[src/hdl/tss_pkg.sv]
package tss_pkg;

	localparam int RSSI_ENTRIES_DEF  = 16;
	localparam int TRAILER_BYTES_DEF = 2;
	localparam int Q_DEPTH           = 2;

	localparam logic [15:0] SLOT_TICKS  = 16'd762;
	localparam logic [15:0] GUARD_TICKS = 16'd125;
	localparam logic [15:0] QUIET_EDGE  = SLOT_TICKS - GUARD_TICKS;
	localparam logic [15:0] LINK_PERIOD = 16'd31250;
	localparam logic [7:0]  ROM_LAST    = 8'd60;
	localparam logic [7:0]  SAT_MAX     = 8'hFF;

	localparam logic [8:0] SYNC_ROM [61] = '{
		9'd489, 9'd482, 9'd474, 9'd466, 9'd457, 9'd449, 9'd441, 9'd433, 9'd425, 9'd416,
		9'd408, 9'd400, 9'd392, 9'd383, 9'd375, 9'd367, 9'd359, 9'd350, 9'd342, 9'd334,
		9'd326, 9'd317, 9'd309, 9'd301, 9'd293, 9'd284, 9'd276, 9'd268, 9'd260, 9'd252,
		9'd243, 9'd235, 9'd227, 9'd219, 9'd210, 9'd202, 9'd194, 9'd186, 9'd177, 9'd169,
		9'd161, 9'd153, 9'd144, 9'd136, 9'd128, 9'd120, 9'd111, 9'd103, 9'd95,  9'd87,
		9'd78,  9'd77,  9'd69,  9'd60,  9'd52,  9'd44,  9'd36,  9'd27,  9'd19,  9'd11,
		9'd3
	};

	typedef enum logic [0:0] {
		CFG_OWN_NODE   = 1'b0,
		CFG_NODE_TOTAL = 1'b1
	} cfg_reg_e;

	typedef struct packed {
		logic       we;
		cfg_reg_e   index;
		logic [7:0] data;
	} cfg_wr_t;

	typedef struct packed {
		logic        func;
		logic [15:0] time_now;
		logic [7:0]  pkt_len;
		logic [7:0]  sender_id;
		logic [7:0]  packet_rssi;
		logic        config_mode;
		logic        report_more;
	} in_item_t;

	typedef struct packed {
		logic        send_data;
		logic        send_sync;
		logic [7:0]  trailer_hops;
		logic        forward_user;
		logic [7:0]  forward_len;
		logic        report_rssi;
		logic [7:0]  report_index;
		logic [7:0]  report_value;
		logic        synced;
		logic [7:0]  slot_now;
		logic        silent;
		logic        link_led;
	} out_item_t;

	typedef struct packed {
		logic        pkt;
		logic        is_sync;
		logic        fwd_ok;
		logic        rssi_store;
		logic [15:0] time_now;
		logic [8:0]  sync_ticks;
		logic [7:0]  payload;
		logic [7:0]  sender_id;
		logic [7:0]  packet_rssi;
		logic        config_mode;
		logic        report_more;
	} cls_item_t;

endpackage

[src/hdl/tss_front.sv]
module tss_front
	import tss_pkg::*;
#(
	parameter int RSSI_ENTRIES  = RSSI_ENTRIES_DEF,
	parameter int TRAILER_BYTES = TRAILER_BYTES_DEF
) (
	input  logic      in_valid,
	output logic      in_stall,
	input  in_item_t  in_data,
	input  logic      q_full,
	output logic      push,
	output cls_item_t cls
);

	localparam logic [8:0] ENT9 = 9'(RSSI_ENTRIES);

	logic [7:0] payload;
	logic [7:0] rom_idx;

	assign in_stall = q_full;
	assign push     = in_valid && !q_full;
	assign payload  = in_data.pkt_len - 8'(TRAILER_BYTES);
	assign rom_idx  = (in_data.pkt_len > ROM_LAST) ? ROM_LAST : in_data.pkt_len;

	always_comb begin
		cls.pkt         = in_data.func;
		cls.is_sync     = in_data.sender_id[7];
		cls.fwd_ok      = (payload != 8'd0) && !in_data.config_mode;
		cls.rssi_store  = in_data.func && ({1'b0, in_data.sender_id} < ENT9);
		cls.time_now    = in_data.time_now;
		cls.sync_ticks  = SYNC_ROM[rom_idx[5:0]];
		cls.payload     = payload;
		cls.sender_id   = in_data.sender_id;
		cls.packet_rssi = in_data.packet_rssi;
		cls.config_mode = in_data.config_mode;
		cls.report_more = in_data.report_more;
	end

endmodule

[src/hdl/tss_queue.sv]
module tss_queue
	import tss_pkg::*;
#(
	parameter int DEPTH = Q_DEPTH
) (
	input  logic      clk,
	input  logic      arst_n,
	input  logic      push,
	input  cls_item_t wr_data,
	output logic      full,
	input  logic      pop,
	output logic      rd_valid,
	output cls_item_t rd_data
);

	localparam int AW = (DEPTH > 1) ? $clog2(DEPTH) : 1;
	localparam int CW = $clog2(DEPTH + 1);
	localparam logic [AW-1:0] LAST = AW'(DEPTH - 1);

	cls_item_t         buf_q [DEPTH];
	logic [AW-1:0]     wp_q, rp_q;
	logic [CW-1:0]     cnt_q;

	assign full     = (cnt_q == CW'(DEPTH));
	assign rd_valid = (cnt_q != '0);
	assign rd_data  = buf_q[rp_q];

	always_ff @(posedge clk) begin
		if (push) begin
			buf_q[wp_q] <= wr_data;
		end
	end

	always_ff @(posedge clk or negedge arst_n) begin
		if (!arst_n) begin
			wp_q  <= '0;
			rp_q  <= '0;
			cnt_q <= '0;
		end else begin
			if (push) begin
				wp_q <= (wp_q == LAST) ? '0 : wp_q + 1'b1;
			end
			if (pop) begin
				rp_q <= (rp_q == LAST) ? '0 : rp_q + 1'b1;
			end
			if (push && !pop) begin
				cnt_q <= cnt_q + 1'b1;
			end else if (pop && !push) begin
				cnt_q <= cnt_q - 1'b1;
			end
		end
	end

endmodule

[src/hdl/tss_back.sv]
module tss_back
	import tss_pkg::*;
#(
	parameter int RSSI_ENTRIES = RSSI_ENTRIES_DEF
) (
	input  logic      clk,
	input  logic      arst_n,
	input  cfg_wr_t   cfg,
	input  logic      q_valid,
	input  cls_item_t c,
	output logic      pop,
	output logic      out_valid,
	input  logic      out_stall,
	output out_item_t out_data
);

	localparam int IW = (RSSI_ENTRIES > 1) ? $clog2(RSSI_ENTRIES) : 1;
	localparam logic [8:0] ENT9 = 9'(RSSI_ENTRIES);

	logic [7:0]  own_q, nt_q, slot_q, tally_q, hop_q, rcount_q;
	logic [15:0] ticks_q, last_q, lchk_q;
	logic        insync_q, sent_q, seen_q, blink_q, reporting_q, led_q;

	logic [7:0]  mem_q [RSSI_ENTRIES];
	logic        vld_q [RSSI_ENTRIES];
	logic [7:0]  rd_data_q;
	logic        rd_ok_q;

	logic        out_valid_q;
	out_item_t   out_q;

	logic [7:0]  slot_d, tally_d, hop_d, rcount_d, rc_inc;
	logic [15:0] ticks_d, last_d, lchk_d, lc_dt, dt, ov;
	logic        insync_d, sent_d, silence_d, seen_d, blink_d, reporting_d, led_d;
	logic        mem_we, raddr_in, rd_hit;
	logic [IW-1:0] waddr, raddr;
	out_item_t   o;

	assign pop       = q_valid && (!out_valid_q || !out_stall);
	assign out_valid = out_valid_q;
	assign out_data  = out_q;

	always_comb begin
		lchk_d      = lchk_q;
		seen_d      = seen_q;
		led_d       = led_q;
		blink_d     = blink_q;
		insync_d    = insync_q;
		tally_d     = tally_q;
		slot_d      = slot_q;
		sent_d      = sent_q;
		hop_d       = hop_q;
		rcount_d    = rcount_q;
		reporting_d = reporting_q;
		rc_inc      = (rcount_q != SAT_MAX) ? rcount_q + 8'd1 : rcount_q;
		o           = '0;

		lc_dt = c.time_now - lchk_q;
		if (lc_dt > LINK_PERIOD) begin
			lchk_d = c.time_now;
			if (seen_q || own_q == 8'd0) begin
				seen_d = 1'b0;
				led_d  = 1'b1;
			end else begin
				tally_d  = 8'd0;
				led_d    = blink_q;
				blink_d  = !blink_q;
				insync_d = 1'b0;
			end
		end

		dt     = c.time_now - last_q;
		last_d = c.time_now;
		ov     = dt - ticks_q;
		if (dt >= ticks_q) begin
			ticks_d = SLOT_TICKS - ov;
			if (insync_d) begin
				sent_d = 1'b0;
				slot_d = (slot_q == nt_q) ? 8'd0 : slot_q + 8'd1;
			end else begin
				slot_d = nt_q;
			end
		end else begin
			ticks_d = ticks_q - dt;
		end
		silence_d = (ticks_d >= QUIET_EDGE);

		if (c.pkt) begin
			if (c.is_sync) begin
				if (tally_d != SAT_MAX) begin
					tally_d = tally_d + 8'd1;
				end
				last_d   = c.time_now;
				ticks_d  = {7'd0, c.sync_ticks};
				seen_d   = 1'b1;
				hop_d    = 8'd1;
				slot_d   = nt_q;
				insync_d = 1'b1;
			end else if (c.fwd_ok) begin
				o.forward_user = 1'b1;
				o.forward_len  = c.payload;
			end
		end else if (slot_d == own_q && insync_d && !sent_d && !silence_d) begin
			o.send_data    = 1'b1;
			o.trailer_hops = (own_q == 8'd0) ? 8'd0 : hop_q;
			sent_d         = 1'b1;
			rcount_d       = 8'd0;
			reporting_d    = 1'b1;
		end else if (slot_d == nt_q) begin
			if (own_q == 8'd0 && !silence_d && !sent_d) begin
				sent_d      = 1'b1;
				o.send_sync = 1'b1;
			end
			if (!c.config_mode && reporting_q) begin
				o.report_rssi  = 1'b1;
				o.report_index = rcount_q;
				o.report_value = ({1'b0, rcount_q} < ENT9 && rd_ok_q) ? rd_data_q : 8'd0;
				rcount_d       = rc_inc;
				reporting_d    = c.report_more;
				if ({1'b0, rc_inc} >= ENT9 || rc_inc >= nt_q) begin
					reporting_d = 1'b0;
				end
			end
		end

		o.synced   = insync_d;
		o.slot_now = slot_d;
		o.silent   = silence_d;
		o.link_led = led_d;
	end

	assign mem_we   = pop && c.rssi_store;
	assign waddr    = c.sender_id[IW-1:0];
	assign raddr    = pop ? rcount_d[IW-1:0] : rcount_q[IW-1:0];
	assign raddr_in = pop ? ({1'b0, rcount_d} < ENT9) : ({1'b0, rcount_q} < ENT9);
	assign rd_hit   = mem_we && (waddr == raddr);

	always_ff @(posedge clk) begin
		if (mem_we) begin
			mem_q[waddr] <= c.packet_rssi;
		end
		if (rd_hit) begin
			rd_data_q <= c.packet_rssi;
		end else if (raddr_in) begin
			rd_data_q <= mem_q[raddr];
		end
		if (pop) begin
			out_q <= o;
		end
	end

	always_ff @(posedge clk or negedge arst_n) begin
		if (!arst_n) begin
			for (int i = 0; i < RSSI_ENTRIES; i++) begin
				vld_q[i] <= 1'b0;
			end
			rd_ok_q <= 1'b0;
		end else begin
			if (mem_we) begin
				vld_q[waddr] <= 1'b1;
			end
			rd_ok_q <= rd_hit || (raddr_in && vld_q[raddr]);
		end
	end

	always_ff @(posedge clk or negedge arst_n) begin
		if (!arst_n) begin
			own_q       <= 8'd0;
			nt_q        <= 8'd1;
			slot_q      <= 8'd1;
			ticks_q     <= SLOT_TICKS;
			last_q      <= 16'd0;
			lchk_q      <= 16'd0;
			insync_q    <= 1'b1;
			sent_q      <= 1'b0;
			seen_q      <= 1'b0;
			tally_q     <= 8'd0;
			hop_q       <= 8'd0;
			blink_q     <= 1'b0;
			reporting_q <= 1'b1;
			rcount_q    <= 8'd0;
			led_q       <= 1'b0;
			out_valid_q <= 1'b0;
		end else begin
			if (pop) begin
				out_valid_q <= 1'b1;
			end else if (!out_stall) begin
				out_valid_q <= 1'b0;
			end
			if (cfg.we) begin
				unique case (cfg.index)
					CFG_OWN_NODE: begin
						own_q    <= cfg.data;
						insync_q <= (cfg.data == 8'd0);
					end
					CFG_NODE_TOTAL: begin
						nt_q   <= cfg.data;
						slot_q <= cfg.data;
					end
				endcase
			end else if (pop) begin
				slot_q      <= slot_d;
				ticks_q     <= ticks_d;
				last_q      <= last_d;
				lchk_q      <= lchk_d;
				insync_q    <= insync_d;
				sent_q      <= sent_d;
				seen_q      <= seen_d;
				tally_q     <= tally_d;
				hop_q       <= hop_d;
				blink_q     <= blink_d;
				reporting_q <= reporting_d;
				rcount_q    <= rcount_d;
				led_q       <= led_d;
			end
		end
	end

	a_slot_range: assert property (@(posedge clk) disable iff (!arst_n)
		slot_q <= nt_q)
		else $error("slot index beyond sync slot");

	a_pop_out: assert property (@(posedge clk) disable iff (!arst_n)
		pop |=> out_valid_q)
		else $error("popped item produced no result");

	a_one_tx: assert property (@(posedge clk) disable iff (!arst_n)
		out_valid_q |-> !(out_q.send_data && out_q.send_sync))
		else $error("data and sync transmit requested together");

	a_tx_quiet: assert property (@(posedge clk) disable iff (!arst_n)
		out_valid_q && (out_q.send_data || out_q.send_sync) |-> !out_q.silent)
		else $error("transmit requested during guard");

	a_rep_zero: assert property (@(posedge clk) disable iff (!arst_n)
		out_valid_q && !out_q.report_rssi |->
			out_q.report_index == 8'd0 && out_q.report_value == 8'd0)
		else $error("report fields set without report");

endmodule

[src/hdl/tdm_slot_scheduler_top.sv]
// TDM slot scheduler.
// Input channel (in_valid/in_stall/in_data) carries one event per transfer: a timer
// poll or a received packet, each stamped with the free-running tick. Every event
// yields exactly one result on the output channel (out_valid/out_stall/out_data):
// transmit requests, forward and RSSI report requests, sync state, slot and LED.
// Configuration: cfg_we with cfg_index (own_node, node_total) and cfg_data, to be
// written by the user only while no event is in flight; the block does not enforce
// it. Writing node_total moves to the sync slot. Front end classifies the event
// (sync ROM lookup, payload length) into a two-entry queue; the back end updates the
// scheduler state and registers the result. Throughput: one event per cycle while
// the receiver does not stall. Results are registered after the queue, so out_valid
// follows the input transfer through the queue and the output register. RSSI storage
// reads through a registered port, refreshed with write bypass for in-range indices.
// Reset: base node, two slots, in the sync slot with a full slot of ticks, RSSI
// entries read as zero. A stalled receiver holds the result; the queue then fills
// and in_stall rises once both queue entries are taken.
module tdm_slot_scheduler_top
	import tss_pkg::*;
#(
	parameter int RSSI_ENTRIES  = RSSI_ENTRIES_DEF,
	parameter int TRAILER_BYTES = TRAILER_BYTES_DEF
) (
	input  logic      clk,
	input  logic      arst_n,
	input  logic      in_valid,
	output logic      in_stall,
	input  in_item_t  in_data,
	output logic      out_valid,
	input  logic      out_stall,
	output out_item_t out_data,
	input  logic      cfg_we,
	input  cfg_reg_e  cfg_index,
	input  logic [7:0] cfg_data
);

	logic      q_full, push, pop, q_valid;
	cls_item_t cls, q_item;
	cfg_wr_t   cfg;

	assign cfg.we    = cfg_we;
	assign cfg.index = cfg_index;
	assign cfg.data  = cfg_data;

	tss_front #(
		.RSSI_ENTRIES (RSSI_ENTRIES),
		.TRAILER_BYTES(TRAILER_BYTES)
	) u_front (
		.in_valid(in_valid),
		.in_stall(in_stall),
		.in_data (in_data),
		.q_full  (q_full),
		.push    (push),
		.cls     (cls)
	);

	tss_queue #(
		.DEPTH(Q_DEPTH)
	) u_queue (
		.clk     (clk),
		.arst_n  (arst_n),
		.push    (push),
		.wr_data (cls),
		.full    (q_full),
		.pop     (pop),
		.rd_valid(q_valid),
		.rd_data (q_item)
	);

	tss_back #(
		.RSSI_ENTRIES(RSSI_ENTRIES)
	) u_back (
		.clk      (clk),
		.arst_n   (arst_n),
		.cfg      (cfg),
		.q_valid  (q_valid),
		.c        (q_item),
		.pop      (pop),
		.out_valid(out_valid),
		.out_stall(out_stall),
		.out_data (out_data)
	);

endmodule

[config.mk]
export PLATFORM = sky130hd
export DESIGN_NAME = tdm_slot_scheduler_top
export DESIGN_NICKNAME = d
export VERILOG_FILES = /design/src/hdl/tss_pkg.sv /design/src/hdl/tss_front.sv /design/src/hdl/tss_queue.sv /design/src/hdl/tss_back.sv /design/src/hdl/tdm_slot_scheduler_top.sv
export SDC_FILE = /design/constraint.sdc
export NUM_CORES = 1
export LEC_CHECK = 0
export BUFFER_PORTS_ARGS = -buffer_cell sky130_fd_sc_hd__clkbuf_2
export CAP_MARGIN = 15
export CORE_AREA = 2 2 232 234
export DETAILED_ROUTE_END_ITERATION = 16
export DIE_AREA = 0 0 234 236
export PLACE_DENSITY = 0.7
export SETUP_SLACK_MARGIN = 0.2
export SLEW_MARGIN = 0
export SYNTH_ARGS = -nofsm -noshare
export SYNTH_HDL_FRONTEND = slang
export SYNTH_SLANG_ARGS = --single-unit
[constraint.sdc]
create_clock -name clk -period 25.2 [get_ports clk]
set_input_delay 1.26 -clock clk [delete_from_list [all_inputs] [get_ports clk]]
set_output_delay 1.26 -clock clk [all_outputs]
set_load 0.05 [all_outputs]
# Word-level counts from Yosys, hierarchy flattened
# Memories as Yosys holds them, arrays and structs flattened. A register that Yosys moved wholly into a read port is not among the register bits.
# Index checks and enable logic that the tools add are counted.
# word_totals
register_bits	149
mem_bits_ro	576
memories	3
out_inout_bits	49
elab_cells	216
inputBits	57
ramBits	238
# memory_table
name	depth	word_bits	read_ports	rd_ports_with_merged_regs	wr	line	rtl
(name not given)	64	9	1	0	0	tss_front.sv:31	cls.sync_ticks = SYNC_ROM[rom_idx[5:0]];
u_back.mem_q	16	8	1	1	1	tss_back.sv:24	logic [7:0] mem_q [RSSI_ENTRIES];
u_queue.buf_q	2	55	1	0	1	tss_queue.sv:20	cls_item_t buf_q [DEPTH];
# op_classes
n_eq_ne	9
reduce_logical	55
n_lt_le_gt_ge	13
bitwise	13
n_mux	64
addsub	12
# ops
operator	n
$mux 8	14
$sub 16x16->16	4
$mux 16	3
$mux 1	37
$mux 9	3
$eq 8x8->1	3
$lt 8x5->1 const B	3
$logic_and 1x1->1	17
$mux 17	1
$add 8x1->8 const B	2
$ge 16x10->1 const B	1
$ge 16x16->1	1
$gt 16x15->1 const B	1
$logic_not 8->1	2
$or 16x16->16	1
$sub 10x16->16 const A	1
$reduce_bool 2->1	6
$ge 5x5->1 const B	2
$logic_not 1->1	10
$not 4->5	2
$reduce_and 2->1	5
$not 1->1	9
$reduce_or 3->1	3
$ge 8x5->1 const B	1
other kinds (27)	34

# Logic depth before layout (Yosys ltp)
# Gate-level depths: netlist of the first run.
# depth
word_depth	19
ltp_mapped	37
mapped_depth_nobuf	30

# Modules after synthesis
# A second synthesis of the first run with hierarchy kept.
# hier_totals
cells_unflattened	2128
hier_area_um2	23343.6
# by_module_without_submodules
module	area_each_um2	instances	cells_per_inst	seq_area_each_um2
tss_back	17893.4	1	1774	7926.4
tss_queue	4322.9	1	187	3403.3
tss_front	1127.3	1	167	0.0

# Worst setup path after synthesis of the first run
# No wires, ideal clock.
# synth_timing
kind	reg2reg
startpoint	register u_queue.rp_q
endpoint	register u_back.rd_data_q[0] (read register of u_back.mem_q) (enable)
synth_period_minus_slack_ps	8146
stages_incl_launch_ff	31
slack_ps	17054
arrival_ps	7817
path_cell_list	dfrtp_1 > buf_2 > buf_1 > clkbuf_1 > clkbuf_1 > mux2i_1 > inv_1 > ha_1 > a21o_1 > a21oi_2 > nand2_1 > a21o_1 > a21oi_1 > xor2_1 > ha_1 > clkbuf_1 > nand4_1 > o221ai_1 > o21ai_1 > a311o_1 > a2111oi_1 > a211o_1 > o31ai_1 > or4b_1 > or4_4 > and2_1 > buf_4 > xor2_1 > nand4_4 > buf_6 > nand2_1
# synth_lines
item	line	rtl
start, declared	tss_queue.sv:21	logic [AW-1:0] wp_q, rp_q;
start signal, assigned	tss_queue.sv:44	rp_q <= (rp_q == LAST) ? '0 : rp_q + 1'b1;
end, declared	tss_back.sv:26	logic [7:0] rd_data_q;

# Worst setup path in the final report of the first run
# layout_timing
startpoint	register u_queue.rp_q
endpoint	register u_back.rd_data_q[7] (read register of u_back.mem_q), data pin
# layout_between
elab_chain_cells	16
# layout_rtl
item
$mem_v2 2x55 *
parallel branches: the longest is 15 deep, another holds $sub 16x16->16
# Mark *: on every way between the ends.
# A chain may end at the register's enable or synchronous reset.

==> flow_metrics.env, run 1 <==
export IMPL_synth_warnings=0
export IMPL_cts_resized=0
export IMPL_gp_congestion=0.907
export IMPL_drt_iter0_drc=1696
export IMPL_start_util_pct=42.4
export IMPL_worst_pin_slew_ns=1.11
export IMPL_cts_tree="built"
export IMPL_die_height_um=236
export IMPL_drt_first_pass_iters=5
export IMPL_avgViaCountPerCell=5.91
export IMPL_cap_viol_max_count=0
export IMPL_syn_instance_count=2123
export IMPL_fp_row_count=85
export IMPL_clkLatencyLatePin_ns=0.58
export IMPL_clock_sinks=387
export IMPL_htreeDepth=2
export IMPL_slew_violations=0
export IMPL_cp_endpoint="u_back.rd_data_q[7]"
export IMPL_path_clk_slew_ns=0.06
export IMPL_postRouteAntennaNets=0
export IMPL_die_area_um2=55200
export IMPL_dp_cells=2826
export IMPL_fin_crit_ns=9.01
export IMPL_maxSlewHeadroom_pct=25.9
export IMPL_synthesis_area_um2=22500
export IMPL_synth_largest_area_cell="edfxtp_1"
export IMPL_synth_common_cells="edfxtp_1, nor2_1, nand2_1"
export IMPL_hold_violations=0
export IMPL_nets=2342
export IMPL_drt_wl_total_um=58100
export IMPL_grt_pass1_wl_um=92000
export IMPL_drcViolationCount=0
export IMPL_ys_async_sr_fraction_pct=28.2
export IMPL_ios=106
export IMPL_critical_path_reg2reg_endpoint="u_back.rd_data_q[7]"
export IMPL_setup_violations=0
export IMPL_clockBufferDepth=3
export IMPL_fin_skew_ns=0.0181
export IMPL_die_w_um=234
export IMPL_antenna_cells=0
export IMPL_fin_setup_tns_ns=0
export IMPL_avgSynthCellArea_um2=10.6
export IMPL_port_buffer_count=98
export IMPL_startpoint_type="register"
export IMPL_grt_pass1_vias=16470
export IMPL_yosysSeqAreaShare_pct=49.3
export IMPL_ctsHoldBuffers=0
export IMPL_rsz0062_at_grt="false"
export IMPL_rr_startpoint="u_queue.rp_q"
export IMPL_area_growth_pct=11.7
export IMPL_place_hpwl_um=40100
export IMPL_root_buffer="clkbuf_16"
export IMPL_fmax_mhz=111
export IMPL_crit_arrival_ns=9.41
export IMPL_cp_end_kind="register"
export IMPL_crit_type="register to register"
export IMPL_crit_start="u_queue.rp_q"
export IMPL_synthTopCellsByArea="edfxtp_1, dfrtp_1, ha_1"
export IMPL_numCtsBuffers=44
export IMPL_core_area_um2=53100
export IMPL_overflow=0
export IMPL_grt_max_degree=96
export IMPL_ys_types=99
export IMPL_synthFlopType="edfxtp_1"
export IMPL_worstPathMaxFanout=30
export IMPL_period_share_pct=35.7
export IMPL_yosysMostFrequentCell="edfxtp_1"
export IMPL_cts_setup_buffers=0
export IMPL_yosys_register_bits=387
export IMPL_final_layout_size_suffix_gt1_share_pct=12.9
export IMPL_grtUsageTotal_pct=20.9
export IMPL_hold_path_class="register to register"
export IMPL_antenna_found_initial=3
export IMPL_synth_top_area_share_pct=37.1
export IMPL_rrSetupSlack_ns=16.19
export IMPL_wl_per_cell_um=20.0
export IMPL_instances_no_fill=2909
export IMPL_worstPathRequired_ns=25.61
export IMPL_synth_edf_count=278
export IMPL_worstRegToRegCells=26
export IMPL_outcome="completed"
export IMPL_vias=17188
[worst min-delay path by stage]
| stage | from | to | slack, ns | depth (start not counted) |
|---|---|---|---|---|
| after global placement | u_back.hop_q[0] | u_back.hop_q[0] | 0.43 | 1 |
| after detailed placement | u_back.hop_q[0] | u_back.hop_q[0] | 0.45 | 1 |
| final | u_back.hop_q[0] | u_back.hop_q[0] | 0.45 | 1 |
| after global routing | u_back.hop_q[0] | u_back.hop_q[0] | 0.48 | 1 |
| after floorplan | u_back.hop_q[0] | u_back.hop_q[0] | 0.42 | 1 |
| after CTS | u_back.hop_q[0] | u_back.hop_q[0] | 0.46 | 1 |
[placed cells by master (no fill, tap or decap), drive strengths merged, types with 40 or more instances in the layout]
cell,instances
nand2,151
xnor2,47
mux2i,100
edfxtp,278
clkbuf,155
o21ai,116
xor2,40
o22ai,40
dfrtp,98
inv,143
ha,98
a21oi,118
nor3,56
nor2,164
[registers in the layout, indices dropped and copies added (netlist names), 8 cells and up]
signal / cells
u_back.last_q: 16
u_back.rcount_q: 8
u_back.nt_q: 8
u_queue.buf_q: 102
u_back.rd_data_q: 8
u_back.ticks_q: 16
u_back.lchk_q: 16
u_back.slot_q: 8
u_back.vld_q: 16
u_back.out_data: 40
u_back.mem_q: 128
u_back.own_q: 8
[stage by stage]
step	hold WS (ns)	util, %	area (µm²)	worst slack [ns]
finish	0.452	47.3	25100	16.19
global route	0.482	47.3	25100	15.38
CTS	0.458	47.3	25100	16.31
detailed placement	0.445	44.4	23500	16.37
global placement	0.433	44.4	23500	16.65
floorplan	0.421	-	22500	17.05
[cell type report]
type                    instances  area [µm²]
flip-flops and latches        387       11100
repair buffers                122         674
well taps                     696         871
multi-input cells            1482       10400
clock inverters                24         324
fillers                      4736       27900
clock buffers                  58        1250
inverters                     140         526
[critical path, cell delays in order, from the launching register on]
cell and delay (ns):
dfrtp_2 0.67, mux2i_1 0.25, ha_1 0.29, fa_1 0.43
nor2b_2 0.17, o2111ai_2 0.24, a21oi_1 0.38, o22a_1 0.26
nand3_1 0.09, a21oi_1 0.15, o21ai_0 0.09, nand2b_1 0.09
xnor2_1 0.17, ha_1 0.36, a31oi_1 0.48, o2111a_1 0.39
a211o_1 0.89, o311ai_0 0.31, mux2i_1 0.24, o21ai_0 0.12
nor4_1 0.50, a32o_1 0.28, and2_1 0.59, nand2_1 0.28
a2111oi_0 0.75, nor4_1 0.12, a31oi_1 0.22
[layer usage]
layer,vias to the layer above,track usage (%),routed length [µm]
met5,-,0,41
met4,6,6.58,1310
met3,105,3.82,4720
met2,722,31.0,25400
met1,8340,30.9,26600
li1,8015,-,-
[kinds of logic (layout without fill, tap and decap cells)]
family,count (synthesis),in the layout,synth area share (%)
mux,126,126,5.77
compound gates,570,570,17.4
flops,387,387,49.3
buf+inv,260,344,4.80
simple gates,581,581,12.7
xor+xnor,88,88,3.57
other cells,1,7,0.0167
fa+ha+maj,110,110,6.43
Power of run 1 is left out: the tool's default activity adds up to more than one toggle a clock period on the data nets, which glitch-free logic cannot reach.
==> run 2, diff against run 1 <==
--- a/config.mk
+++ b/config.mk
@@ -10,7 +10,7 @@
 export CORE_AREA = 2 2 232 234
 export DETAILED_ROUTE_END_ITERATION = 16
 export DIE_AREA = 0 0 234 236
-export PLACE_DENSITY = 0.7
+export PLACE_DENSITY = 0.72
 export SETUP_SLACK_MARGIN = 0.2
 export SLEW_MARGIN = 0
 export SYNTH_ARGS = -nofsm -noshare
==> constraint.sdc (replaced) <==
create_clock -name clk -period 7.8 [get_ports clk]
set_input_delay 0.39 -clock clk [delete_from_list [all_inputs] [get_ports clk]]
set_output_delay 0.39 -clock clk [all_outputs]
set_load 0.05 [all_outputs]
==> flow_metrics.env, run 2 (synthesized netlist as in run 1, its figures left out) <==
export IMPL_outcome="completed"
export IMPL_use_met1_pct=31.4
export IMPL_fin_skew_ns=0.0163
export IMPL_use_met3_pct=5.03
export IMPL_wl_per_cell_um=20.4
export IMPL_crit_arrival_ns=7.67
export IMPL_hold_violations=0
export IMPL_start_util_pct=42.4
export IMPL_cpLargestDelayFamily="compound AO/OA/AOI/OAI gates"
export IMPL_maxSlewHeadroom_pct=17.9
export IMPL_die_w_um=234
export IMPL_port_buffer_count=98
export IMPL_numCtsBuffers=43
export IMPL_drt_iter0_drc=2060
export IMPL_area_growth_pct=15.2
export IMPL_ios=106
export IMPL_grtUsageMet2_pct=32.9
export IMPL_path_clk_slew_ns=0.06
export IMPL_avgViaCountPerCell=5.93
export IMPL_grt_pass1_vias=17201
export IMPL_hold_slack_ns=0.0326
export IMPL_rsz0062_at_grt="false"
export IMPL_die_area_um2=55200
export IMPL_final_common_cell="edfxtp_1"
export IMPL_final_cell_mix="edfxtp_1, nor2_1, nand2_1, inv_1, a21oi_1"
export IMPL_fmax_mhz=136
export IMPL_period_share_pct=94.1
export IMPL_setup_violations=0
export IMPL_cts_tree="built"
export IMPL_grt_pass1_wl_um=95100
export IMPL_clockBufferDepth=3
export IMPL_grt_max_degree=97
export IMPL_place_hpwl_um=41800
export IMPL_vias=17635
export IMPL_startpoint_type="register"
export IMPL_cp_end_kind="register"
export IMPL_final_area_um2=25900
export IMPL_overflow=0
export IMPL_drcViolationCount=0
export IMPL_gp_congestion=0.928
export IMPL_worst_pin_slew_ns=1.23
export IMPL_antenna_cells=0
export IMPL_postRouteAntennaNets=0
export IMPL_worstPathRequired_ns=8.13
export IMPL_drt_first_pass_iters=6
export IMPL_cpMostUsedCell="buf_4"
export IMPL_path_buf_inv=4
export IMPL_worstPathMaxFanout=10
export IMPL_antenna_found_initial=0
export IMPL_pre_cts_ws_ns=-0.0461
export IMPL_grtUsageTotal_pct=21.7
export IMPL_nets=2408
export IMPL_die_height_um=236
export IMPL_register_area_um2=11100
export IMPL_drt_wl_total_um=60700
export IMPL_top_register="u_back.mem_q"
export IMPL_largest_reg_flops=128
export IMPL_slowest_delay_ns=0.50
export IMPL_fp_row_count=85
export IMPL_hold_path_class="input pin to register"
export IMPL_final_layout_size_suffix_gt1_share_pct=16.4
export IMPL_crit_type="register to register"
export IMPL_htreeDepth=2
export IMPL_clkLatencyLatePin_ns=0.59
export IMPL_fin_crit_ns=7.34
export IMPL_cap_viol_max_count=0
export IMPL_n_fill_cell=4711
export IMPL_cp_slowest_cell="a311o_2"
export IMPL_postPlaceCellArea_um2=23800
export IMPL_slew_violations=0
export IMPL_busiest_layer="met2"
export IMPL_core_area_um2=53100
export IMPL_multi_input_area_um2=10700
export IMPL_layout_setup_ws_ns=0.458
export IMPL_root_buffer="clkbuf_16"
export IMPL_clock_sinks=387
## run 2: path summary, 6_finish.rpt
path | start | endpoint | slack [ns] | cells past startpoint
worst min register to register | u_back.hop_q[0] | u_back.hop_q[0] | 0.45 | 1
min in group asynchronous | arst_n | u_back.lchk_q[3] | 0.38 | 2
worst min-delay path | in_data[1] | u_queue.buf_q[1][1] | 0.03 | 1
worst max register to register | u_queue.rp_q | u_back.rd_data_q[2] | 0.46 | 29
max in group asynchronous | arst_n | u_back.rcount_q[0] | 6.05 | 3
worst max-delay path | u_queue.rp_q | u_back.rd_data_q[2] | 0.46 | 29
## run 2: repair_timing
action / 4_1_cts / 5_1_grt
setup endpoints to repair: 15 / 18
hold buffers: 28 / 0
buffers inserted: 4 / 5
pin swaps: 3 / 8
gates cloned: 0 / 1
endpoints found under the hold margin: 93 / 0
gates resized for setup: 22 / 61
## run 2: stage by stage
step                std cells  setup TNS, ns  util [%]
finish                   2974              0      48.8
CTS                      2968              0      48.3
global placement         2856              0      44.8
detailed placement       2856        -0.0870      44.8
global route             2974              0      48.8
floorplan                2129              0         -
## run 2: final cells by class
| class | count | share of cell area, % |
|---|---|---|
| Sequential cell | 387 | 42.8 |
| Multi-Input combinational cell | 1483 | 41.2 |
| Timing Repair Buffer | 188 | 4.89 |
| Clock buffer | 51 | 4.43 |
| Tap cell | 696 | 3.36 |
| Inverter | 140 | 2.03 |
| Clock inverter | 29 | 1.23 |
## run 2: per-layer routing
| layer | up-vias | part of all wire, % |
|---|---|---|
| met1 | 8605 | 44 |
| met2 | 774 | 45 |
| met3 | 98 | 8.8 |
| li1 | 8158 | - |
| met4 | 0 | 2.0 |
| met5 | - | 0 |
Power of run 2 is left out for the same reason.
